===== src/rtl/bep_pkg.sv =====
// Shared types and constants for the bencode event parser.
`timescale 1ns / 1ps
package bep_pkg;

  typedef struct packed {
    logic [7:0] data_byte;
    logic       end_of_buffer;
  } in_beat_t;

  typedef enum logic [3:0] {
    KIND_INT       = 4'd0,
    KIND_STR_HDR   = 4'd1,
    KIND_STR_BYTE  = 4'd2,
    KIND_LIST_OPEN = 4'd3,
    KIND_LIST_END  = 4'd4,
    KIND_DICT_OPEN = 4'd5,
    KIND_DICT_END  = 4'd6,
    KIND_DONE      = 4'd7,
    KIND_ERROR     = 4'd8
  } kind_t;

  typedef enum logic [1:0] {
    ERR_NONE     = 2'd0,
    ERR_INVALID  = 2'd1,
    ERR_TOO_DEEP = 2'd2
  } err_t;

  typedef enum logic [2:0] {
    PH_ITEM  = 3'd0,
    PH_KEY   = 3'd1,
    PH_INT   = 3'd2,
    PH_LEN   = 3'd3,
    PH_BYTES = 3'd4,
    PH_DONE  = 3'd5,
    PH_ERROR = 3'd6
  } phase_t;

  typedef enum logic [1:0] {
    CT_NONE = 2'd0,
    CT_LIST = 2'd1,
    CT_DICT = 2'd2
  } ctype_t;

  typedef struct packed {
    kind_t              kind;
    logic signed [63:0] int_value;
    logic [31:0]        str_length;
    logic [7:0]         content_byte;
    logic               is_key;
    logic [5:0]         nest_level;
    err_t               err_code;
    logic               last_of_run;
  } out_beat_t;

  typedef struct packed {
    logic [1:0] n;
    out_beat_t  first;
    out_beat_t  second;
  } ev_push_t;

  localparam logic [7:0] CH_I     = 8'h69;
  localparam logic [7:0] CH_L     = 8'h6C;
  localparam logic [7:0] CH_D     = 8'h64;
  localparam logic [7:0] CH_E     = 8'h65;
  localparam logic [7:0] CH_COLON = 8'h3A;
  localparam logic [7:0] CH_MINUS = 8'h2D;
  localparam logic [7:0] CH_ZERO  = 8'h30;
  localparam logic [7:0] CH_NINE  = 8'h39;

  function automatic out_beat_t mk_ev(kind_t k, logic [63:0] iv, logic [31:0] sl,
                                      logic [7:0] cb, logic key, logic [5:0] lvl,
                                      err_t ec);
    out_beat_t e;
    e.kind         = k;
    e.int_value    = iv;
    e.str_length   = sl;
    e.content_byte = cb;
    e.is_key       = key;
    e.nest_level   = lvl;
    e.err_code     = ec;
    e.last_of_run  = 1'b0;
    return e;
  endfunction

endpackage


===== src/rtl/bencode_event_parser_core.sv =====
// Top level of the bencode event parser.
// The events of an accepted byte are registered in the event queue, in order.
// Takes one byte per cycle while each byte yields at most one event and out_stall
// is low; output drains one event per cycle, unless stalled, via a four-entry queue.
// Reset: synchronous rst clears parse state and queue; no clearing pass,
// the container stack memory is written before it is read.
`timescale 1ns / 1ps
module bencode_event_parser_core import bep_pkg::*; #(
  parameter int MAX_DEPTH   = 32,
  parameter int LENGTH_BITS = 32
) (
  input  logic      clk,
  input  logic      rst,
  input  logic      in_valid,
  output logic      in_stall,
  input  in_beat_t  in_data,
  output logic      out_valid,
  input  logic      out_stall,
  output out_beat_t out_data
);
  ev_push_t push;
  logic     full;

  assign in_stall = full;

  bep_parser #(.MAX_DEPTH(MAX_DEPTH), .LENGTH_BITS(LENGTH_BITS)) u_parser (
    .clk (clk),
    .rst (rst),
    .take(in_valid && !full),
    .beat(in_data),
    .push(push)
  );

  bep_evq u_evq (
    .clk  (clk),
    .rst  (rst),
    .push (push),
    .full (full),
    .valid(out_valid),
    .stall(out_stall),
    .data (out_data)
  );
endmodule


===== src/rtl/bep_ram.sv =====
// Generic single-port-write, registered-read RAM.
`timescale 1ns / 1ps
module bep_ram #(
  parameter int WIDTH = 2,
  parameter int DEPTH = 32
) (
  input  logic                             clk,
  input  logic                             wr_en,
  input  logic [$clog2(DEPTH > 1 ? DEPTH : 2)-1:0] wr_addr,
  input  logic [WIDTH-1:0]                 wr_data,
  input  logic [$clog2(DEPTH > 1 ? DEPTH : 2)-1:0] rd_addr,
  output logic [WIDTH-1:0]                 rd_data
);
  logic [WIDTH-1:0] mem [DEPTH];

  always_ff @(posedge clk) begin
    if (wr_en) begin
      mem[wr_addr] <= wr_data;
    end
    rd_data <= mem[rd_addr];
  end
endmodule


===== src/rtl/bep_parser.sv =====
// Parse state, container stack and per-byte event generation.
`timescale 1ns / 1ps
module bep_parser import bep_pkg::*; #(
  parameter int MAX_DEPTH   = 32,
  parameter int LENGTH_BITS = 32
) (
  input  logic     clk,
  input  logic     rst,
  input  logic     take,
  input  in_beat_t beat,
  output ev_push_t push
);
  localparam int DW = $clog2(MAX_DEPTH + 1);
  localparam int AW = $clog2(MAX_DEPTH > 1 ? MAX_DEPTH : 2);
  localparam int LB = LENGTH_BITS;

  phase_t          phase, phase_next;
  logic [63:0]     int_acc, int_acc_next;
  logic            int_neg, int_neg_next;
  logic            have_digit, have_digit_next;
  logic            first_zero, first_zero_next;
  logic [LB-1:0]   len_acc, len_acc_next;
  logic [LB-1:0]   remaining, remaining_next;
  logic            str_key, str_key_next;
  logic [DW-1:0]   depth, depth_next;
  ctype_t          top, top_next;

  logic            wr_en;
  logic [AW-1:0]   wr_addr;
  logic [1:0]      wr_data;
  logic [AW-1:0]   rd_addr;
  logic [1:0]      under;
  logic [DW-1:0]   rd_full;

  bep_ram #(.WIDTH(2), .DEPTH(MAX_DEPTH)) u_stack (
    .clk    (clk),
    .wr_en  (wr_en),
    .wr_addr(wr_addr),
    .wr_data(wr_data),
    .rd_addr(rd_addr),
    .rd_data(under)
  );

  always_comb begin
    logic [7:0]      c;
    logic            is_digit;
    logic [3:0]      d;
    logic            as_key;
    ctype_t          top_eff;
    logic            do_open, do_close, done_chk, was_key;
    ctype_t          oct, cct, tafter;
    logic [67:0]     ip, ilim;
    logic [LB+3:0]   lp, lmax;
    logic [3:0]      cv;
    out_beat_t       ce [4];
    logic [1:0]      n;
    out_beat_t       e0, e1;

    c        = beat.data_byte;
    is_digit = (c >= CH_ZERO) && (c <= CH_NINE);
    d        = 4'(c - CH_ZERO);
    as_key   = (phase == PH_KEY);
    top_eff  = (depth == '0) ? CT_NONE : top;
    do_open  = 1'b0;
    do_close = 1'b0;
    done_chk = 1'b0;
    was_key  = 1'b0;
    oct      = CT_LIST;
    cct      = CT_LIST;
    tafter   = top_eff;
    ip       = {1'b0, int_acc, 3'b000} + {3'b000, int_acc, 1'b0} + 68'(d);
    ilim     = int_neg ? (68'd1 << 63) : ((68'd1 << 63) - 68'd1);
    lp       = {1'b0, len_acc, 3'b000} + {3'b000, len_acc, 1'b0} + (LB+4)'(d);
    lmax     = {4'b0000, {LB{1'b1}}};
    cv       = '0;
    for (int i = 0; i < 4; i++) begin
      ce[i] = '0;
    end

    phase_next      = phase;
    int_acc_next    = int_acc;
    int_neg_next    = int_neg;
    have_digit_next = have_digit;
    first_zero_next = first_zero;
    len_acc_next    = len_acc;
    remaining_next  = remaining;
    str_key_next    = str_key;
    depth_next      = depth;
    top_next        = top;
    wr_en           = 1'b0;
    wr_addr         = depth[AW-1:0];
    wr_data         = CT_LIST;

    if (take) begin
      unique case (phase)
        PH_ITEM, PH_KEY: begin
          if (is_digit) begin
            len_acc_next = LB'(d);
            str_key_next = as_key;
            phase_next   = PH_LEN;
          end else if (as_key) begin
            if (c == CH_E) begin
              do_close = 1'b1;
              cct      = CT_DICT;
            end else begin
              cv[0] = 1'b1;
              ce[0] = mk_ev(KIND_ERROR, '0, '0, '0, 1'b0, 6'(depth), ERR_INVALID);
              phase_next = PH_ERROR;
            end
          end else if (c == CH_I) begin
            int_acc_next    = '0;
            int_neg_next    = 1'b0;
            have_digit_next = 1'b0;
            first_zero_next = 1'b0;
            phase_next      = PH_INT;
          end else if (c == CH_L) begin
            do_open = 1'b1;
            oct     = CT_LIST;
          end else if (c == CH_D) begin
            do_open = 1'b1;
            oct     = CT_DICT;
          end else if (c == CH_E && top_eff == CT_LIST) begin
            do_close = 1'b1;
            cct      = CT_LIST;
          end else begin
            cv[0] = 1'b1;
            ce[0] = mk_ev(KIND_ERROR, '0, '0, '0, 1'b0, 6'(depth), ERR_INVALID);
            phase_next = PH_ERROR;
          end
        end
        PH_INT: begin
          if (c == CH_MINUS) begin
            if (!have_digit && !int_neg) begin
              int_neg_next = 1'b1;
            end else begin
              cv[0] = 1'b1;
              ce[0] = mk_ev(KIND_ERROR, '0, '0, '0, 1'b0, 6'(depth), ERR_INVALID);
              phase_next = PH_ERROR;
            end
          end else if (is_digit) begin
            if (first_zero || (d == 4'd0 && !have_digit && int_neg) || (ip > ilim)) begin
              cv[0] = 1'b1;
              ce[0] = mk_ev(KIND_ERROR, '0, '0, '0, 1'b0, 6'(depth), ERR_INVALID);
              phase_next = PH_ERROR;
            end else begin
              int_acc_next    = ip[63:0];
              have_digit_next = 1'b1;
              if (!have_digit && d == 4'd0) begin
                first_zero_next = 1'b1;
              end
            end
          end else if (c == CH_E && have_digit) begin
            cv[0] = 1'b1;
            ce[0] = mk_ev(KIND_INT, int_neg ? (64'd0 - int_acc) : int_acc, '0, '0,
                          1'b0, 6'(depth), ERR_NONE);
            int_acc_next    = '0;
            int_neg_next    = 1'b0;
            have_digit_next = 1'b0;
            first_zero_next = 1'b0;
            done_chk        = 1'b1;
          end else begin
            cv[0] = 1'b1;
            ce[0] = mk_ev(KIND_ERROR, '0, '0, '0, 1'b0, 6'(depth), ERR_INVALID);
            phase_next = PH_ERROR;
          end
        end
        PH_LEN: begin
          if (is_digit) begin
            if (lp > lmax) begin
              cv[0] = 1'b1;
              ce[0] = mk_ev(KIND_ERROR, '0, '0, '0, 1'b0, 6'(depth), ERR_INVALID);
              phase_next = PH_ERROR;
            end else begin
              len_acc_next = lp[LB-1:0];
            end
          end else if (c == CH_COLON) begin
            cv[0] = 1'b1;
            ce[0] = mk_ev(KIND_STR_HDR, '0, 32'(len_acc), '0, str_key, 6'(depth),
                          ERR_NONE);
            remaining_next = len_acc;
            len_acc_next   = '0;
            if (len_acc == '0) begin
              done_chk = 1'b1;
              was_key  = str_key;
            end else begin
              phase_next = PH_BYTES;
            end
          end else begin
            cv[0] = 1'b1;
            ce[0] = mk_ev(KIND_ERROR, '0, '0, '0, 1'b0, 6'(depth), ERR_INVALID);
            phase_next = PH_ERROR;
          end
        end
        PH_BYTES: begin
          cv[0] = 1'b1;
          ce[0] = mk_ev(KIND_STR_BYTE, '0, '0, c, str_key, 6'(depth), ERR_NONE);
          remaining_next = remaining - LB'(1);
          if (remaining == LB'(1)) begin
            done_chk = 1'b1;
            was_key  = str_key;
          end
        end
        default: begin
        end
      endcase

      if (do_open) begin
        if (depth >= DW'(MAX_DEPTH)) begin
          cv[1] = 1'b1;
          ce[1] = mk_ev(KIND_ERROR, '0, '0, '0, 1'b0, 6'(depth), ERR_TOO_DEEP);
          phase_next = PH_ERROR;
        end else begin
          depth_next = depth + DW'(1);
          top_next   = oct;
          wr_en      = 1'b1;
          wr_data    = oct;
          cv[1] = 1'b1;
          ce[1] = mk_ev((oct == CT_LIST) ? KIND_LIST_OPEN : KIND_DICT_OPEN, '0, '0, '0,
                        1'b0, 6'(depth + DW'(1)), ERR_NONE);
          phase_next = (oct == CT_DICT) ? PH_KEY : PH_ITEM;
        end
      end

      if (do_close) begin
        depth_next = depth - DW'(1);
        top_next   = ctype_t'(under);
        tafter     = ctype_t'(under);
        cv[1] = 1'b1;
        ce[1] = mk_ev((cct == CT_LIST) ? KIND_LIST_END : KIND_DICT_END, '0, '0, '0,
                      1'b0, 6'(depth - DW'(1)), ERR_NONE);
        done_chk = 1'b1;
      end

      if (done_chk) begin
        if (depth_next == '0) begin
          cv[2] = 1'b1;
          ce[2] = mk_ev(KIND_DONE, '0, '0, '0, 1'b0, '0, ERR_NONE);
          phase_next = PH_DONE;
        end else begin
          phase_next = (tafter == CT_DICT && !was_key) ? PH_KEY : PH_ITEM;
        end
      end

      if (beat.end_of_buffer) begin
        if (phase_next != PH_DONE && phase_next != PH_ERROR) begin
          cv[3] = 1'b1;
          ce[3] = mk_ev(KIND_ERROR, '0, '0, '0, 1'b0, 6'(depth_next), ERR_INVALID);
        end
        phase_next      = PH_ITEM;
        int_acc_next    = '0;
        int_neg_next    = 1'b0;
        have_digit_next = 1'b0;
        first_zero_next = 1'b0;
        len_acc_next    = '0;
        remaining_next  = '0;
        str_key_next    = 1'b0;
        depth_next      = '0;
      end
    end

    n  = 2'd0;
    e0 = '0;
    e1 = '0;
    for (int i = 0; i < 4; i++) begin
      if (cv[i]) begin
        if (n == 2'd0) begin
          e0 = ce[i];
          n  = 2'd1;
        end else if (n == 2'd1) begin
          e1 = ce[i];
          n  = 2'd2;
        end
      end
    end
    if (n == 2'd2) begin
      e1.last_of_run = 1'b1;
    end else if (n == 2'd1) begin
      e0.last_of_run = 1'b1;
    end
    push.n      = n;
    push.first  = e0;
    push.second = e1;

    rd_full = depth_next - DW'(2);
    rd_addr = rd_full[AW-1:0];
  end

  always_ff @(posedge clk) begin
    if (rst) begin
      phase      <= PH_ITEM;
      int_acc    <= '0;
      int_neg    <= 1'b0;
      have_digit <= 1'b0;
      first_zero <= 1'b0;
      len_acc    <= '0;
      remaining  <= '0;
      str_key    <= 1'b0;
      depth      <= '0;
      top        <= CT_NONE;
    end else begin
      phase      <= phase_next;
      int_acc    <= int_acc_next;
      int_neg    <= int_neg_next;
      have_digit <= have_digit_next;
      first_zero <= first_zero_next;
      len_acc    <= len_acc_next;
      remaining  <= remaining_next;
      str_key    <= str_key_next;
      depth      <= depth_next;
      top        <= top_next;
    end
  end
endmodule


===== src/rtl/bep_evq.sv =====
// Four-entry event queue: up to two pushes and one pop per cycle.
`timescale 1ns / 1ps
module bep_evq import bep_pkg::*; (
  input  logic      clk,
  input  logic      rst,
  input  ev_push_t  push,
  output logic      full,
  output logic      valid,
  input  logic      stall,
  output out_beat_t data
);
  out_beat_t  slot [4];
  logic [1:0] head, tail;
  logic [2:0] count;
  logic       pop;

  assign pop   = valid && !stall;
  assign valid = (count != 3'd0);
  assign full  = (count > 3'd2);
  assign data  = slot[head];

  always_ff @(posedge clk) begin
    if (push.n != 2'd0) begin
      slot[tail] <= push.first;
    end
    if (push.n == 2'd2) begin
      slot[tail + 2'd1] <= push.second;
    end
  end

  always_ff @(posedge clk) begin
    if (rst) begin
      head  <= '0;
      tail  <= '0;
      count <= '0;
    end else begin
      tail  <= tail + push.n;
      head  <= head + {1'b0, pop};
      count <= count + {1'b0, push.n} - {2'b00, pop};
    end
  end
endmodule


===== config.mk =====
export PLATFORM = sky130hd
export DESIGN_NAME = bencode_event_parser_core
export DESIGN_NICKNAME = d
export VERILOG_FILES = /design/src/rtl/bep_pkg.sv /design/src/rtl/bencode_event_parser_core.sv /design/src/rtl/bep_ram.sv /design/src/rtl/bep_parser.sv /design/src/rtl/bep_evq.sv
export SDC_FILE = /design/constraint.sdc
export NUM_CORES = 2
export LEC_CHECK = 0
export BUFFER_PORTS_ARGS = -buffer_cell sky130_fd_sc_hd__buf_2
export CAP_MARGIN = 20
export CORE_UTILIZATION = 35
export DETAILED_ROUTE_END_ITERATION = 10
export PLACE_DENSITY_LB_ADDON = 0.25
export SYNTH_ARGS = -nofsm -noshare
export SYNTH_HDL_FRONTEND = slang
export SYNTH_SLANG_ARGS = --single-unit

===== constraint.sdc =====
create_clock -name clk -period 18.4 [get_ports clk]
set_input_delay 3.68 -clock clk [delete_from_list [all_inputs] [get_ports clk]]
set_output_delay 3.68 -clock clk [all_outputs]
set_load 0.03 [all_outputs]

==> flow_summary.ini <==
[critical_path]
cp_max_fo = 62
cpPeakStageDelay_ns = 0.80
r2r-start = u_parser.int_acc[0]
path_common_cell = ha_1
cp-end-kind = register
cp.arrival_ns = 14.95
rrSetupSlack_ns = 6.78
r2r_cells = 36
worstPathRequired_ns = 18.98
cp-start-kind = primary input
r2r_end = u_evq.slot[0][77]
slowest_stage = buf_4
crit_type = primary input to register

[clocking]
cts_tree = yes
cts-buffers-inserted = 79
htree_levels = 3
clock_latency_ns = 0.67
clock_sinks = 688
clock-root-buffer = clkbuf_16
path_clk_slew_ns = 0.06
clock_path_buffers = 3
ctsResizeCount = 0
hold_buffers = 0
postCtsSetupRepairBufs = 0

[pwr]
cellPowerDensity_nw_per_um2 = 91.1
leakage_uw = 0.0170
max-vdd-ir-drop_mv = 0.0739

[routing]
drt_wl_total_mm = 130
first_iter_violations = 2912
wl_per_cell_um = 21.5
vias = 35600
antenna_left = 0
viasPerCell = 5.86
drc = 0
first_pass_iters = 6

[worst_hold_path]
hp-class = register to register
hold_end = u_evq.slot[1][37]
min_from = u_evq.slot[1][37]
min_path_cells = 2

[place]
port_buffers = 132
dp.final_hpwl_mm = 85.0
gp_congestion = 0.921

[die]
coreArea_sq_um = 113000
die_height_um = 340
die_width_um = 340
dieArea_sq_um = 116000
initial_core_util = 0.354
ioPinCount = 133
num_rows = 123

[global_route]
grt_util_all_layers = 0.219
grt_antenna_before_repair = 12
grt_pass1_vias = 33900
grt-ovfl-total = 0
grt_pass1_wl_mm = 203
grt_max_degree = 129

[logic_synthesis]
synth_warnings = 0
syn_area_sq_um = 40000
synth_cell_type_count = 78
synthArstFlopShare = 0
yosys.area.top_type_share = 0.287
synthXorXnorAreaFrac = 0.0359
ys_ff_latch = 688
synth_edf_count = 116
synth-main-ff-cell = dfxtp_1
synth_top_family_by_area = simple AND/OR/NAND/NOR gates
yosys-top-cells-area = dfxtp_1 29%, edfxtp_1 8.7%, ha_1 8.5%
syn_nets = 4884
synth_compound_area_frac = 0.188
synth_seq_area_share = 0.374
synth-simple-area-share = 0.192
synth_area_per_cell_sq_um = 8.69
yosys-mux-area-fraction = 0.0842
synth_fa_ha_area_frac = 0.0870
yosysTopAreaCell = dfxtp_1
postSynthCellCount = 4596

[sta]
period_share = 0.781
holdWs_ns = 0.444
timing_hold_violations_final = 0
slew_headroom = 0.232
worstMarginPinSlew_ns = 1.15
tns_ns = 0
report.final.setup_viol = 0
fmax_ghz = 0.0696
period_minus_slack_ns = 14.38
finalClockSkew_ns = 0.0441
maxSlewViolCount = 0
rsz0062_at_grt = no

[status]
outcome = completed

[cells_and_area]
final_common_cell = nand2_1
drive_above_1_share = 0.106
final_nets = 4793
nFillCells = 11400
layout_common_cells = 666 x nand2_1, 605 x a21oi_1, 569 x dfxtp_1
syn_to_final_growth_pct = 11.2

[run]
maxCapViolCount = 0
[cells by family (layout without fill, tap and decap cells)]
group	count (synthesis)	after routing
simple gates	1661	1661
compound gates	1217	1217
flops	688	688
buf+inv	416	388
fa+ha+maj	275	275
mux	175	175
xor+xnor	164	164
other cells	0	2
[cell usage after synthesis, drive strengths merged (33+ instances only)]
cell type  number
or3            37
o22ai          37
nand4          48
nand2         667
nand3         455
o2bb2ai        66
buf            73
edfxtp        116
mux4          128
xor2           33
a32o           47
a21oi         607
xnor2         131
o21ai         169
inv            64
ha            270
a21o           38
mux2i          39
nor2          223
nor3           69
clkbuf        279
dfxtp         572
[registers in the layout (all words and copies together), names as in the netlist]
name and flops:
u_parser.u_stack.rd_data 2, u_evq.count 3, u_parser.phase 3, u_parser.have_digit 1, u_parser.u_stack.mem 64, u_parser.first_zero 1, u_evq.slot 472, u_parser.len_acc 32
u_parser.remaining 32, u_parser.int_neg 1, u_parser.str_key 1, u_parser.depth 6, u_evq.tail 2, u_evq.head 2, u_parser.top 2, u_parser.int_acc 64
[cell type report]
type	instances	area, sq um	share of cell area
multi-input cells	3492	23600	0.531
flip-flops and latches	688	14900	0.336
clock buffers	121	2390	0.0538
well taps	1500	1880	0.0422
repair buffers	180	1110	0.0249
clock inverters	23	263	0.00591
inverters	64	240	0.00541
diodes	2	5.00	0.000113
[worst max path at each step]
stage,start,to,cells past startpoint
after CTS,in_data[4],u_evq.slot[0][68],37
after global placement,in_data[4],u_evq.slot[0][44],37
final,in_data[4],u_evq.slot[0][77],37
after detailed placement,in_data[4],u_evq.slot[0][76],37
after global routing,in_data[4],u_evq.slot[0][77],38
after floorplan,in_data[4],u_evq.slot[0][0],36
[critical path, delay by kind of cell]
kind                       cells  cell delay, ns
muxes                          1            0.08
xor gates and xnor gates       1            0.19
adders and majority gates      5            1.77
AOI/OAI and AO/OA             17            4.32
buffers and inverters          5            2.34
and+or+nand+nor                8            2.50
[power breakdown]
group | internal [uW] | leakage [uW] | switching (uW)
Clock | 943 | 0.00131 | 673
Combinational | 209 | 0.00984 | 599
Sequential | 1570 | 0.00581 | 56.9
Total | 2720 | 0.0170 | 1330
[stage by stage]
step	total power [uW]	util	cells	setup slack, ns	cell area [sq um]
after global routing	4190	0.394	6070	3.33	44400
after detailed placement	2460	0.370	5923	3.49	41800
after global placement	2450	0.370	5921	3.80	41700
after floorplan	2150	-	4596	6.23	40000
final	4050	0.394	6070	4.02	44400
after CTS	4080	0.394	6067	4.17	44400
[per-layer routing]
| metal | track usage | vias to the layer above | wire (um) |
|---|---|---|---|
| met5 | 0 | - | 67 |
| met4 | 0.0593 | 12 | 2660 |
| met3 | 0.0288 | 173 | 7950 |
| met2 | 0.341 | 1080 | 58500 |
| met1 | 0.317 | 17500 | 61000 |
| li1 | - | 16800 | - |
No activity file was read; power rests on OpenSTA's default activity.
